### src/sv/iort_pkg.sv
// Package for the in-order range table.
// Holds the result status codes and the structs passed along the cell chain.
// No dependencies.
package iort_pkg;

  localparam logic [2:0] ST_ADDED     = 3'd0;
  localparam logic [2:0] ST_DUPLICATE = 3'd1;
  localparam logic [2:0] ST_OUT_ORDER = 3'd2;
  localparam logic [2:0] ST_FULL      = 3'd3;
  localparam logic [2:0] ST_LOOKUP    = 3'd4;

  localparam logic OP_APPEND = 1'b0;
  localparam logic OP_LOOKUP = 1'b1;

  // Query travelling down the chain, one cell per cycle.
  typedef struct packed {
    logic        valid;
    logic [31:0] value;
    logic        found;
    logic [31:0] offset;
  } query_t;

  // Write broadcast to every cell; the cell with the matching index takes it.
  typedef struct packed {
    logic        open;
    logic        grow;
    logic [31:0] value;
  } cell_wr_t;

endpackage

### src/sv/iort_cell.sv
// One cell of the range chain: stores one range and checks passing queries.
// Depends on iort_pkg for the query and write structs.
module iort_cell #(
  parameter int IDX_W    = 8,
  parameter int CNT_W    = 9,
  parameter int CELL_IDX = 0
) (
  input  logic                 clk,
  input  logic                 rst_n,
  input  logic [CNT_W-1:0]     count,
  input  iort_pkg::cell_wr_t   wr,
  input  logic [IDX_W-1:0]     wr_idx,
  input  iort_pkg::query_t     q_in,
  input  logic [IDX_W-1:0]     q_idx_in,
  output iort_pkg::query_t     q_out,
  output logic [IDX_W-1:0]     q_idx_out
);

  logic [31:0]       low_r;
  logic [31:0]       high_r;
  iort_pkg::query_t  q_r;
  iort_pkg::query_t  q_nxt;
  logic [IDX_W-1:0]  idx_r;
  logic [IDX_W-1:0]  idx_nxt;
  logic              sel;
  logic              live;
  logic              hit;

  assign sel  = (wr_idx == IDX_W'(CELL_IDX));
  assign live = (count > CNT_W'(CELL_IDX));
  assign hit  = q_in.valid && !q_in.found && live &&
                ($signed(q_in.value) >= $signed(low_r)) &&
                ($signed(q_in.value) <= $signed(high_r));

  always_ff @(posedge clk) begin
    if (wr.open && sel) begin
      low_r  <= wr.value;
      high_r <= wr.value;
    end else if (wr.grow && sel) begin
      high_r <= wr.value;
    end
  end

  always_comb begin
    q_nxt   = q_in;
    idx_nxt = q_idx_in;
    if (hit) begin
      q_nxt.found  = 1'b1;
      q_nxt.offset = q_in.value - low_r;
      idx_nxt      = IDX_W'(CELL_IDX);
    end
  end

  always_ff @(posedge clk) begin
    if (!rst_n) begin
      q_r.valid <= 1'b0;
    end else begin
      q_r.valid <= q_nxt.valid;
    end
    q_r.value  <= q_nxt.value;
    q_r.found  <= q_nxt.found;
    q_r.offset <= q_nxt.offset;
    idx_r      <= idx_nxt;
  end

  assign q_out     = q_r;
  assign q_idx_out = idx_r;

endmodule
### config.mk
export PLATFORM = sky130hd
export DESIGN_NAME = iort_cell
export DESIGN_NICKNAME = d
export VERILOG_FILES = /design/src/sv/iort_pkg.sv /design/src/sv/iort_cell.sv
export SDC_FILE = /design/constraint.sdc
export NUM_CORES = 1
export LEC_CHECK = 0
export ABC_AREA = 1
export CAP_MARGIN = 20
export CORE_MARGIN = 3
export CORE_UTILIZATION = 64
export CTS_BUF_LIST = sky130_fd_sc_hd__clkbuf_4
export CTS_CLUSTER_DIAMETER = 150
export DETAILED_ROUTE_END_ITERATION = 12
export DONT_BUFFER_PORTS = 1
export GPL_TIMING_DRIVEN = 1
export PLACE_DENSITY = 0.8
export SYNTH_ARGS = -nofsm -noshare
export SYNTH_HDL_FRONTEND = slang
export SYNTH_SLANG_ARGS = --single-unit
### constraint.sdc
create_clock -name clk -period 5.8 [get_ports clk]
set_input_delay 0.58 -clock clk [delete_from_list [all_inputs] [get_ports clk]]
set_output_delay 0.58 -clock clk [all_outputs]
set_load 0.005 [all_outputs]
==> key figures, run 1 <==
Setup path
  • Number of buffers and inverters on the critical path: 1
  • Critical Path RT: between 6 and 7 ns
  • Delay of the slowest cell on the worst path: around 0.54 ns
  • Crit-path leading delay family: simple AND/OR/NAND/NOR gates
  • Crit path kind: flip-flop to flip-flop
  • Kind of end point of the critical path: flip-flop
  • RR Endpoint: q_idx_out[5]
  • Crit path capture: q_idx_out[5]
  • Worst Setup Start Kind: flip-flop
  • Flop-to-flop setup slack: 2.71 ns
  • Critical-path maximum fanout: 34
  • R2R Path Start: low_r[0]
  • Worst Reg2Reg Path Length in Cells: 13
  • Library cell contributing the largest single delay on the critical path: sky130_fd_sc_hd__nand3_4
  • Critical Path AT: 3.59 ns
  • Number of stages on the worst setup path: 13
  • Critical Path Source: low_r[0]
  • Sequence of cells on the critical path: ha_1 > fa_1 > nor2_1 > o21ai_1 > nand2_2 > nand2_1 > nand2_2 > nand2_1 > nand3_1 > nand3_2 > nand3_4 > inv_2 > nor2_1

CTS
  • Root Buffer Master: sky130_fd_sc_hd__clkbuf_4
  • CTS clk-pin slew, worst paths: 0.13 ns
  • Maximum buffer depth of the clock tree: 2
  • Quantity of gates resized following cts: 0
  • TritonCTS clock tree: done
  • Number of buffers created by CTS: 17
  • # H-tree levels: 4
  • Clk sinks: 138
  • Clock insertion delay at the later pin of the skew report: between 0.5 and 0.6 ns
  • Post-CTS Setup Inserts: 0

Synth
  • Yosys warning count: 0
  • Gate count after technology mapping: ~950
  • Mean post-synth cell area: 7.844 sq um
  • Fraction of registers with async set or reset after synthesis: 0%
  • Post-synth net total: about 1100
  • Combined area of all synthesized cells: 0.007412 sq mm
  • Yosys cell types: 30
  • Top cells by area in the synthesized netlist: sky130_fd_sc_hd__edfxtp_1 (26%), sky130_fd_sc_hd__dfxtp_1 (20%), sky130_fd_sc_hd__nand2_1 (16%)
  • Most common flop cell mapped by yosys: sky130_fd_sc_hd__dfxtp_1
  • Number of enable-type register cells in the synthesized netlist: 64
  • Post-synthesis cell type with the largest combined area: sky130_fd_sc_hd__edfxtp_1
  • Flip-flop and latch count after synthesis: 138
  • Register area share after synthesis: 45.91%
  • Portion of synthesized cell area occupied by the leading cell type: 25.93%

Detailed routing
  • Post-detailed-route via-to-cell ratio: between 5 and 6
  • Count of antenna-violating nets left after detailed routing: 0
  • Aggregate routed wire length: 17.12 mm
  • Number of design rule violations left after detail routing: 0
  • Total vias in the final route: 6045
  • TritonRoute pass-1 iters: 5
  • DRC violation total after the first TritonRoute iteration: 397
  • Routed wire length per instance: 15.02 microns

STA
  • Final Hold Violating Endpoints: 0
  • Setup tns final: 0 ns
  • Actual transition at the worst max-transition pin: 0.6111 ns
  • Worst clock skew: 0.02025 ns
  • Rel. slew slack: roughly 59%
  • Number of max-slew violations in the final report: 0
  • Setup repair after global routing missed its margin: no
  • Setup-failing EPs final: 0
  • Maximum operating frequency: 323.9 MHz
  • Minimum period implied by the final worst setup slack: roughly 3.1 ns
  • Worst-case hold slack: between 0.09 and 0.1 ns
  • Period Utilization, post-route: a little over half

Power and ir drop
  • Leak Pwr: 0.004341 uW
  • Maximum vdd drop: 0.3043 mV
  • Cell area power density: around 250 mW/mm^2

Global route
  • Number of antenna violations at the first check in global routing: 0
  • Wire length of the first global-routing pass: 27.69 mm
  • Vias in the first global route: roughly 5700
  • Largest net degree at the start of global routing: 35
  • Total routing usage reported by global routing: 27.55%
  • GR Overflow Total: 0

Floorplanning
  • Die area: 0.01291 sq mm
  • Number of ports placed on the die boundary: 201
  • Placeable core region: around 0.011 sq mm
  • Number of rows in the core area: 38
  • Starting utilization of the core area: 66.91%
  • Vertical die dimension: around 110 microns
  • Die Span X: 113.6 microns

Worst hold path
  • Launch point of the worst hold path: wr[0]
  • Min-Delay Path Class: primary input to flip-flop

Cells and area
  • Layout cell share with drive strength beyond 1: 4.700%
  • Top library cells by usage in the layout, fill and taps aside: sky130_fd_sc_hd__nand2_1 (323), sky130_fd_sc_hd__inv_1 (181), sky130_fd_sc_hd__dfxtp_1 (74), sky130_fd_sc_hd__nor2_1 (68)
  • Most common cell after layout, fill and taps aside: sky130_fd_sc_hd__nand2_1
  • Net total in the final layout: 1179
  • Layout filler cell count: 838
  • Diode count: 0
  • Area Growth Syn to Fin: 11.16%

Run
  • Max-capacitance violation count: 0

Status
  • Outcome: completed

Placement
  • Last weighted congestion value of the routability-driven placer: about 0.99
  • Total of buffers placed on input and output ports: 0
  • Half-perimeter wire length after placement: 13.44 mm
per-layer routing:
layer	up-vias	wire [microns]	global-route usage (%)
met5	-	0	0
met4	0	354	9.776
met3	26	1946	9.549
met2	298	7918	44.17
met1	2663	6901	34.70
li1	3058	-	-
report_power, final:
part	switching (uW)	total, uW	internal [uW]
Sequential	18.2	1070	1050
Combinational	132	213	80.9
Clock	356	785	429
cells by family after synthesis:
logic type                 count (synthesis)  synth area share, %
xor gates and xnor gates                  17                2.009
adders and majority gates                 65                11.07
buffers and inverters                    195                10.31
and+or+nand+nor                          473                26.49
AOI/OAI and AO/OA                         57                4.203
DFF                                      138                45.91
metrics by stage:
| stage | util, % | cell area, sq um | setup slack (ns) | total power, uW | cells |
|---|---|---|---|---|---|
| after floorplan | - | 7412 | 3.088 | 1240 | 945 |
| after global placement | 68.09 | 7543 | 2.643 | 1279 | 1076 |
| final | 74.37 | 8239 | 2.713 | 2067 | 1140 |
| after global routing | 74.37 | 8239 | 2.396 | 2165 | 1140 |
| after CTS | 74.37 | 8239 | 2.741 | 2082 | 1140 |
| after detailed placement | 68.09 | 7543 | 2.547 | 1284 | 1076 |
how the worst min path moves through the flow:
stage | endpoint | cells after the start
finish | low_r[0] | 0
global route | low_r[5] | 0
CTS | low_r[4] | 0
detailed placement | q_out[57] | 0
global placement | q_out[58] | 0
floorplan | q_out[33] | 0
state kept, by name (all words and copies together), names as in the netlist:
signal and flops:
low_r 32, q_idx_out 8, q_out 66, high_r 32
layout make-up:
type,instances,area [sq um],share of cell area (%)
sequential,138,3403,41.31
multi-input combinational,612,3256,39.51
inverter,183,686.9,8.337
timing repair buffer,35,342.8,4.161
clock inverter,15,247.7,3.007
tap,140,175.2,2.126
clock buffer,17,127.6,1.549
timing repair:
item | 4_1_cts | 5_1_grt
hold buffers | 32 | 0
endpoints found under the setup margin | 0 | 0
hold endpoints to repair | 32 | 0
cells in the mapped netlist, types with 5 or more instances:
cell type / n
sky130_fd_sc_hd__o21ai_0: 6
sky130_fd_sc_hd__buf_2: 5
sky130_fd_sc_hd__xor2_1: 15
sky130_fd_sc_hd__o21bai_1: 5
sky130_fd_sc_hd__edfxtp_1: 64
sky130_fd_sc_hd__nor2_1: 70
sky130_fd_sc_hd__nand4_1: 37
sky130_fd_sc_hd__dfxtp_1: 74
sky130_fd_sc_hd__a21oi_1: 39
sky130_fd_sc_hd__ha_1: 64
sky130_fd_sc_hd__nand2_1: 323
sky130_fd_sc_hd__inv_1: 181
sky130_fd_sc_hd__nand3_1: 27
No activity file was read; power rests on OpenSTA's default activity.
==> run 2, diff against run 1 <==
- clock period: 5.8 -> 3 ns (I/O delays scaled with it)
==> run 2 against run 1 <==
Effect of this change:
- via count rose by 6.1%
- routed wire length rose by 13%
- highest routed layer unchanged
- critical endpoint is now q_idx_out[7]
- combinational power rose by 140%
==> key figures, run 2 (same netlist as run 1, synthesis figures left out) <==
Status
  • Outcome: completed

Floorplanning
  • Number of ports placed on the die boundary: 201 (unchanged)
  • Placeable core region: 0.01108 sq mm (unchanged)
  • Vertical die dimension: 113.6 microns (unchanged)
  • Die area: 0.01291 sq mm (unchanged)
  • Die Span X: 113.6 microns (unchanged)
  • Starting utilization of the core area: 66.91% (unchanged)
  • Number of rows in the core area: 38 (unchanged)

STA
  • Maximum operating frequency: 388.4 MHz (+20%)
  • Minimum period implied by the final worst setup slack: 2.575 ns (-0.5122 ns)
  • Final Hold Violating Endpoints: 0 (unchanged)
  • Worst clock skew: 0.02741 ns (+0.007165 ns)
  • Setup tns final: 0 ns (unchanged)
  • Rel. slew slack: 61.09% (+1.9 points)
  • Actual transition at the worst max-transition pin: 0.5783 ns (-0.03282 ns)
  • Setup-failing EPs final: 0 (unchanged)
  • Setup repair after global routing missed its margin: no
  • Period Utilization, post-route: 85.83% (+33 points)
  • Number of max-slew violations in the final report: 0 (unchanged)

CTS
  • Clock insertion delay at the later pin of the skew report: 0.57 ns (about the same)
  • # H-tree levels: 4 (unchanged)
  • CTS clk-pin slew, worst paths: 0.11 ns (-0.02 ns)
  • Clk sinks: 138 (unchanged)
  • Root Buffer Master: sky130_fd_sc_hd__clkbuf_4
  • TritonCTS clock tree: done
  • Number of buffers created by CTS: 17 (unchanged)
  • Maximum buffer depth of the clock tree: 2 (unchanged)

Setup path
  • Worst Setup Start Kind: flip-flop
  • Crit path kind: flip-flop to flip-flop
  • Kind of end point of the critical path: flip-flop
  • Critical Path RT: 3.44 ns (-2.86 ns)
  • Flop-to-flop setup slack: 0.43 ns (-2.29 ns)
  • R2R Path Start: low_r[0]
  • Critical Path AT: 3.01 ns (-0.58 ns)
  • RR Endpoint: q_idx_out[7]
  • Critical-path maximum fanout: 34 (unchanged)
  • Worst Reg2Reg Path Length in Cells: 14 (+1)

Cells and area
  • Diode count: 0 (unchanged)
  • Top library cells by usage in the layout, fill and taps aside: sky130_fd_sc_hd__nand2_1 (323), sky130_fd_sc_hd__inv_1 (181), sky130_fd_sc_hd__dlygate4sd3_1 (107), sky130_fd_sc_hd__dfxtp_1 (74), sky130_fd_sc_hd__nor2_1 (68)
  • Area Growth Syn to Fin: 20.27%
  • Most common cell after layout, fill and taps aside: sky130_fd_sc_hd__nand2_1
  • Number of flip-flops under the largest register name: 66 (unchanged)
  • Final core utilization: 80.47% (+6.1 points)
  • Finished Cell Area: 0.008915 sq mm (+8.2%)
  • Layout cell share with drive strength beyond 1: 3.993% (-0.71 points)
  • Net total in the final layout: 1256 (+6.5%)

Global route
  • Vias in the first global route: 6318 (+9.9%)
  • Largest net degree at the start of global routing: 35 (unchanged)
  • Number of antenna violations at the first check in global routing: 0 (unchanged)
  • Total routing usage reported by global routing: 30.93% (+3.4 points)
  • Wire length of the first global-routing pass: 31.06 mm (+12%)
  • GR Overflow Total: 0 (unchanged)

Placement
  • Area of placed instances: 0.007559 sq mm (+0.20%)
  • Total of buffers placed on input and output ports: 0 (unchanged)
  • Half-perimeter wire length after placement: 13.51 mm (+0.51%)
  • Last weighted congestion value of the routability-driven placer: 0.9537 (-3.2%)

Worst hold path
  • Min-Delay Path Class: primary input to flip-flop
  • Hold worst-path end: q_out[1]
  • Launch point of the worst hold path: q_in[34]
  • Number of cells on the worst hold path: 5 (+5)

Detailed routing
  • Aggregate routed wire length: 19.35 mm (+13%)
  • Post-detailed-route via-to-cell ratio: 5.268 (-0.66%)
  • TritonRoute pass-1 iters: 6 (+1)
  • Count of antenna-violating nets left after detailed routing: 0 (unchanged)
  • DRC violation total after the first TritonRoute iteration: 506 (+27%)
  • Routed wire length per instance: 15.90 microns (+5.9%)
  • Number of design rule violations left after detail routing: 0 (unchanged)
  • Total vias in the final route: 6411 (+6.1%)

Power and ir drop
  • Maximum vdd drop: 0.6371 mV (+110%)
  • Leak Pwr: 0.004617 uW (+6.4%)
  • Cell area power density: 426.7 mW/mm^2 (+70%)

Run
  • Max-capacitance violation count: 0 (unchanged)
==> run 2: area by class of cell <==
type                            count  area [sq um]
Timing Repair Buffer              112          1109
Inverter                          183         686.9
Sequential cell                   138          3403
Clock buffer                       17         127.6
Tap cell                          140         175.2
Clock inverter                     15         157.7
Multi-Input combinational cell    612          3256
Fill cell                         734          2163
==> run 2: how the worst max path moves through the flow <==
stage	from	to	slack [ns]	cells after the start
5_1_grt	low_r[0]	q_idx_out[7]	0.23	14
2_1_floorplan	wr_idx[1]	high_r[0]	0.57	3
3_5_place_dp	low_r[0]	q_idx_out[6]	0.50	14
4_1_cts	low_r[0]	q_idx_out[7]	0.48	14
6_report	low_r[0]	q_idx_out[7]	0.43	14
3_3_place_gp	q_in[33]	q_idx_out[4]	0.58	15
==> run 2: metal layers <==
layer / track usage [%] / routed length, microns
met1: 36.83 / 7675
met2: 52.38 / 9254
met3: 10.34 / 1946
met4: 10.90 / 472
met5: 0 / 0
==> run 2: power by group <==
group	internal (uW)	total [uW]	switching, uW
clock	560	1220	660
sequential	2030	2070	37.8
combinational	225	515	290
==> run 2: through the flow <==
step / std cells / worst slack [ns] / hold slack [ns] / power (uW)
global route: 1217 / 0.2320 / 0.1922 / 3986
detailed placement: 1078 / 0.5017 / 0.3279 / 2488
finish: 1217 / 0.4250 / 0.2107 / 3804
CTS: 1217 / 0.4765 / 0.1475 / 3809
floorplan: 945 / 0.5681 / 0.3277 / 2398
global placement: 1078 / 0.5783 / 0.3279 / 2479
==> run 2: timing repair <==
action	in CTS	in global routing
buffers inserted	0	0
gates resized for setup	0	0
hold endpoints to repair	138	0
hold buffers	107	0
==> run 2: worst max-delay path, stage by stage, from the launching register on <==
cell and delay [ns]:
sky130_fd_sc_hd__edfxtp_1 0.39, sky130_fd_sc_hd__ha_1 0.23, sky130_fd_sc_hd__fa_1 0.42, sky130_fd_sc_hd__nor2_1 0.16
sky130_fd_sc_hd__o21ai_1 0.09, sky130_fd_sc_hd__nand2_2 0.09, sky130_fd_sc_hd__nand2_1 0.07, sky130_fd_sc_hd__nand2_2 0.08
sky130_fd_sc_hd__nand2_1 0.07, sky130_fd_sc_hd__nand2_1 0.07, sky130_fd_sc_hd__nand2_1 0.06, sky130_fd_sc_hd__nand3_2 0.10
sky130_fd_sc_hd__nand3_4 0.31, sky130_fd_sc_hd__inv_2 0.25, sky130_fd_sc_hd__nor2_1 0.07
==> run 3, diff against run 2 <==
- PLACE_DENSITY: 0.8 -> not set
- PLACE_DENSITY_LB_ADDON: not set -> 0.25
==> run 3 against run 2 <==
Effect of this change:
- sequential cell count stayed put
- clock power is 11% higher
- register-to-register slack hardly changed
- sequential share of layout area is 0.14 points lower
- count of clock-buffer cells in the layout is 1 higher
- setup slack worse by 0.013 ns
- cell area is 0.38% higher
- critical endpoint is now q_idx_out[3]
- die area stayed put
- combinational power is 2% higher
- clock skew is 0.0048 ns higher
- via count is 3.3% higher
- routed wire length is 4.6% higher
- largest power group unchanged
==> key figures, run 3 (same netlist as run 1, synthesis figures left out) <==
Detailed routing
  • Total vias in the final route: 6622 (+3.3%)
  • Top routing layer in use: met4
  • Aggregate routed wire length: 20.25 mm (+4.6%)
  • Routed wire length per instance: 16.61 microns (+4.5%)
  • Met1 routed wirelength after detailed routing: 7.716 mm (+0.53%)
  • Post-detailed-route via-to-cell ratio: 5.432 (+3.1%)
  • DR WL met2: 9.836 mm (+6.3%)
  • Routed met3 length: 2.026 mm (+4.1%)
  • Number of design rule violations left after detail routing: 0 (unchanged)
  • Count of antenna-violating nets left after detailed routing: 0 (unchanged)
  • TritonRoute pass-1 iters: 8 (+2)
  • DRC violation total after the first TritonRoute iteration: 455 (-10%)

Worst hold path
  • Number of cells on the worst hold path: 4 (-1)
  • Min-Delay Path Class: primary input to flip-flop
  • Launch point of the worst hold path: q_in[41]
  • Hold worst-path end: q_out[8]

Status
  • Outcome: completed

Floorplanning
  • Number of ports placed on the die boundary: 201 (unchanged)
  • Vertical die dimension: 113.6 microns (unchanged)
  • Die Span X: 113.6 microns (unchanged)
  • Starting utilization of the core area: 66.91% (unchanged)
  • Placeable core region: 0.01108 sq mm (unchanged)
  • Number of rows in the core area: 38 (unchanged)
  • Die area: 0.01291 sq mm (unchanged)

STA
  • Rel. slew slack: 69.12% (+8.0 points)
  • Maximum operating frequency: 386.4 MHz (-0.50%)
  • Final Hold Violating Endpoints: 0 (unchanged)
  • Number of max-slew violations in the final report: 0 (unchanged)
  • Setup repair after global routing missed its margin: no
  • Minimum period implied by the final worst setup slack: 2.588 ns (+0.01286 ns)
  • Worst clock skew: 0.03224 ns (+0.004826 ns)
  • Setup tns final: 0 ns (unchanged)
  • Period Utilization, post-route: 86.26% (+0.43 points)
  • Min setup slack post-route: 0.4122 ns (-0.01286 ns)
  • Actual transition at the worst max-transition pin: 0.4631 ns (-0.1151 ns)
  • Setup-failing EPs final: 0 (unchanged)

Placement
  • Area of placed instances: 0.007559 sq mm (unchanged)
  • Total of buffers placed on input and output ports: 0 (unchanged)
  • Post-Place Worst Slack: 0.5558 ns (+0.05411 ns)
  • Last weighted congestion value of the routability-driven placer: 0.9671 (+1.4%)
  • Half-perimeter wire length after placement: 13.73 mm (+1.6%)

CTS
  • Clk sinks: 138 (unchanged)
  • Maximum buffer depth of the clock tree: 2 (unchanged)
  • Number of buffers created by CTS: 17 (unchanged)
  • TritonCTS clock tree: done
  • # H-tree levels: 4 (unchanged)
  • Quantity of gates resized following cts: 0 (unchanged)
  • CTS clk-pin slew, worst paths: 0.12 ns (about the same)
  • Root Buffer Master: sky130_fd_sc_hd__clkbuf_4
  • Clock insertion delay at the later pin of the skew report: 0.59 ns (+0.02 ns)

Power and ir drop
  • Final Total Pwr: 3942 uW (+3.6%)
  • Maximum vdd drop: 0.5488 mV (-14%)
  • Cell area power density: 440.5 mW/mm^2 (+3.2%)
  • Leak Pwr: 0.004639 uW (+0.47%)

Global route
  • Largest net degree at the start of global routing: 35 (unchanged)
  • Number of antenna violations at the first check in global routing: 2 (+2)
  • Wire length of the first global-routing pass: 32.07 mm (+3.2%)
  • Vias in the first global route: 6480 (+2.6%)
  • GR Overflow Total: 0 (unchanged)
  • Total routing usage reported by global routing: 32.18% (+1.2 points)

Setup path
  • Flop-to-flop setup slack: 0.41 ns (about the same)
  • Worst Reg2Reg Path Length in Cells: 14 (unchanged)
  • Crit path kind: flip-flop to flip-flop
  • Kind of end point of the critical path: flip-flop
  • Critical-path maximum fanout: 34 (unchanged)
  • Critical Path RT: 3.46 ns (+0.02 ns)
  • R2R Path Start: low_r[0]
  • Critical Path AT: 3.04 ns (+0.03 ns)
  • RR Endpoint: q_idx_out[3]
  • Worst Setup Start Kind: flip-flop

Cells and area
  • Layout cell share with drive strength beyond 1: 4.271% (+0.28 points)
  • Number of flip-flops under the largest register name: 66 (unchanged)
  • Finished Cell Area: 0.008949 sq mm (+0.38%)
  • Net total in the final layout: 1256 (unchanged)
  • Most common cell after layout, fill and taps aside: sky130_fd_sc_hd__nand2_1
  • Area Growth Syn to Fin: 20.73%
  • Final core utilization: 80.78% (+0.30 points)
  • Top library cells by usage in the layout, fill and taps aside: sky130_fd_sc_hd__nand2_1 (323), sky130_fd_sc_hd__inv_1 (181), sky130_fd_sc_hd__dlygate4sd3_1 (107), sky130_fd_sc_hd__dfxtp_1 (74), sky130_fd_sc_hd__nor2_1 (68)

Run
  • Max-capacitance violation count: 0 (unchanged)
-- run 3: changes by cell type in the layout (fill, tap and decap cells not counted) --
cell / change
sky130_fd_sc_hd__clkinv_1: -3
sky130_fd_sc_hd__clkinv_2: +2
sky130_fd_sc_hd__diode_2: +2
sky130_fd_sc_hd__bufinv_16: +1
sky130_fd_sc_hd__clkbuf_4: +1
sky130_fd_sc_hd__clkinvlp_4: -1
-- run 3: power by group --
part           internal [uW]  switching [uW]  total (uW)
combinational            226             298         524
clock                    659             689        1350
sequential              2030            39.1        2070
-- run 3: worst max-delay path, cell delays in order (launching register included) --
cell                       delay, ns
sky130_fd_sc_hd__edfxtp_1       0.40
sky130_fd_sc_hd__ha_1           0.23
sky130_fd_sc_hd__fa_1           0.43
sky130_fd_sc_hd__nor2_1         0.16
sky130_fd_sc_hd__o21ai_1        0.08
sky130_fd_sc_hd__nand2_2        0.09
sky130_fd_sc_hd__nand2_1        0.07
sky130_fd_sc_hd__nand2_2        0.09
sky130_fd_sc_hd__nand2_1        0.06
sky130_fd_sc_hd__nand2_1        0.06
sky130_fd_sc_hd__nand2_1        0.06
sky130_fd_sc_hd__nand3_2        0.09
sky130_fd_sc_hd__nand3_4        0.31
sky130_fd_sc_hd__inv_2          0.27
sky130_fd_sc_hd__nor2_1         0.08
-- run 3: what timing repair did --
action / in CTS / in global routing
buffers inserted: 0 / 0
hold buffers: 107 / 0
endpoints found under the hold margin: 138 / 0
-- run 3: how the worst max path moves through the flow --
stage                    from      endpoint  slack, ns  cells past startpoint
floorplan           wr_idx[1]     high_r[0]       0.57                      3
global placement     low_r[0]  q_idx_out[0]       0.60                     14
detailed placement   low_r[0]  q_idx_out[2]       0.56                     14
CTS                  low_r[0]  q_idx_out[2]       0.53                     14
global route         low_r[0]  q_idx_out[1]       0.20                     14
finish               low_r[0]  q_idx_out[3]       0.41                     14
-- run 3: per-stage QoR --
| step | hold slack (ns) | std cells |
|---|---|---|
| 5_1_grt | 0.2157 | 1219 |
| 3_3_place_gp | 0.3279 | 1078 |
| 4_1_cts | 0.1555 | 1217 |
| 6_report | 0.2319 | 1219 |
| 2_1_floorplan | 0.3277 | 945 |
| 3_5_place_dp | 0.3279 | 1078 |
-- run 3: final cells by class --
| cell class | count | area, sq um |
|---|---|---|
| sequential | 138 | 3403 |
| multi-input combinational | 612 | 3256 |
| fill | 746 | 2130 |
| timing repair buffer | 112 | 1109 |
| inverter | 183 | 686.9 |
| clock inverter | 14 | 178.9 |
| tap | 140 | 175.2 |
| clock buffer | 18 | 135.1 |
| antenna | 2 | 5.005 |
-- run 3: per-layer routing --
metal	global-route usage [%]	up-vias
met5	0	-
met4	12.18	0
met3	10.50	51
met2	54.65	351
met1	37.97	2999
li1	-	3221
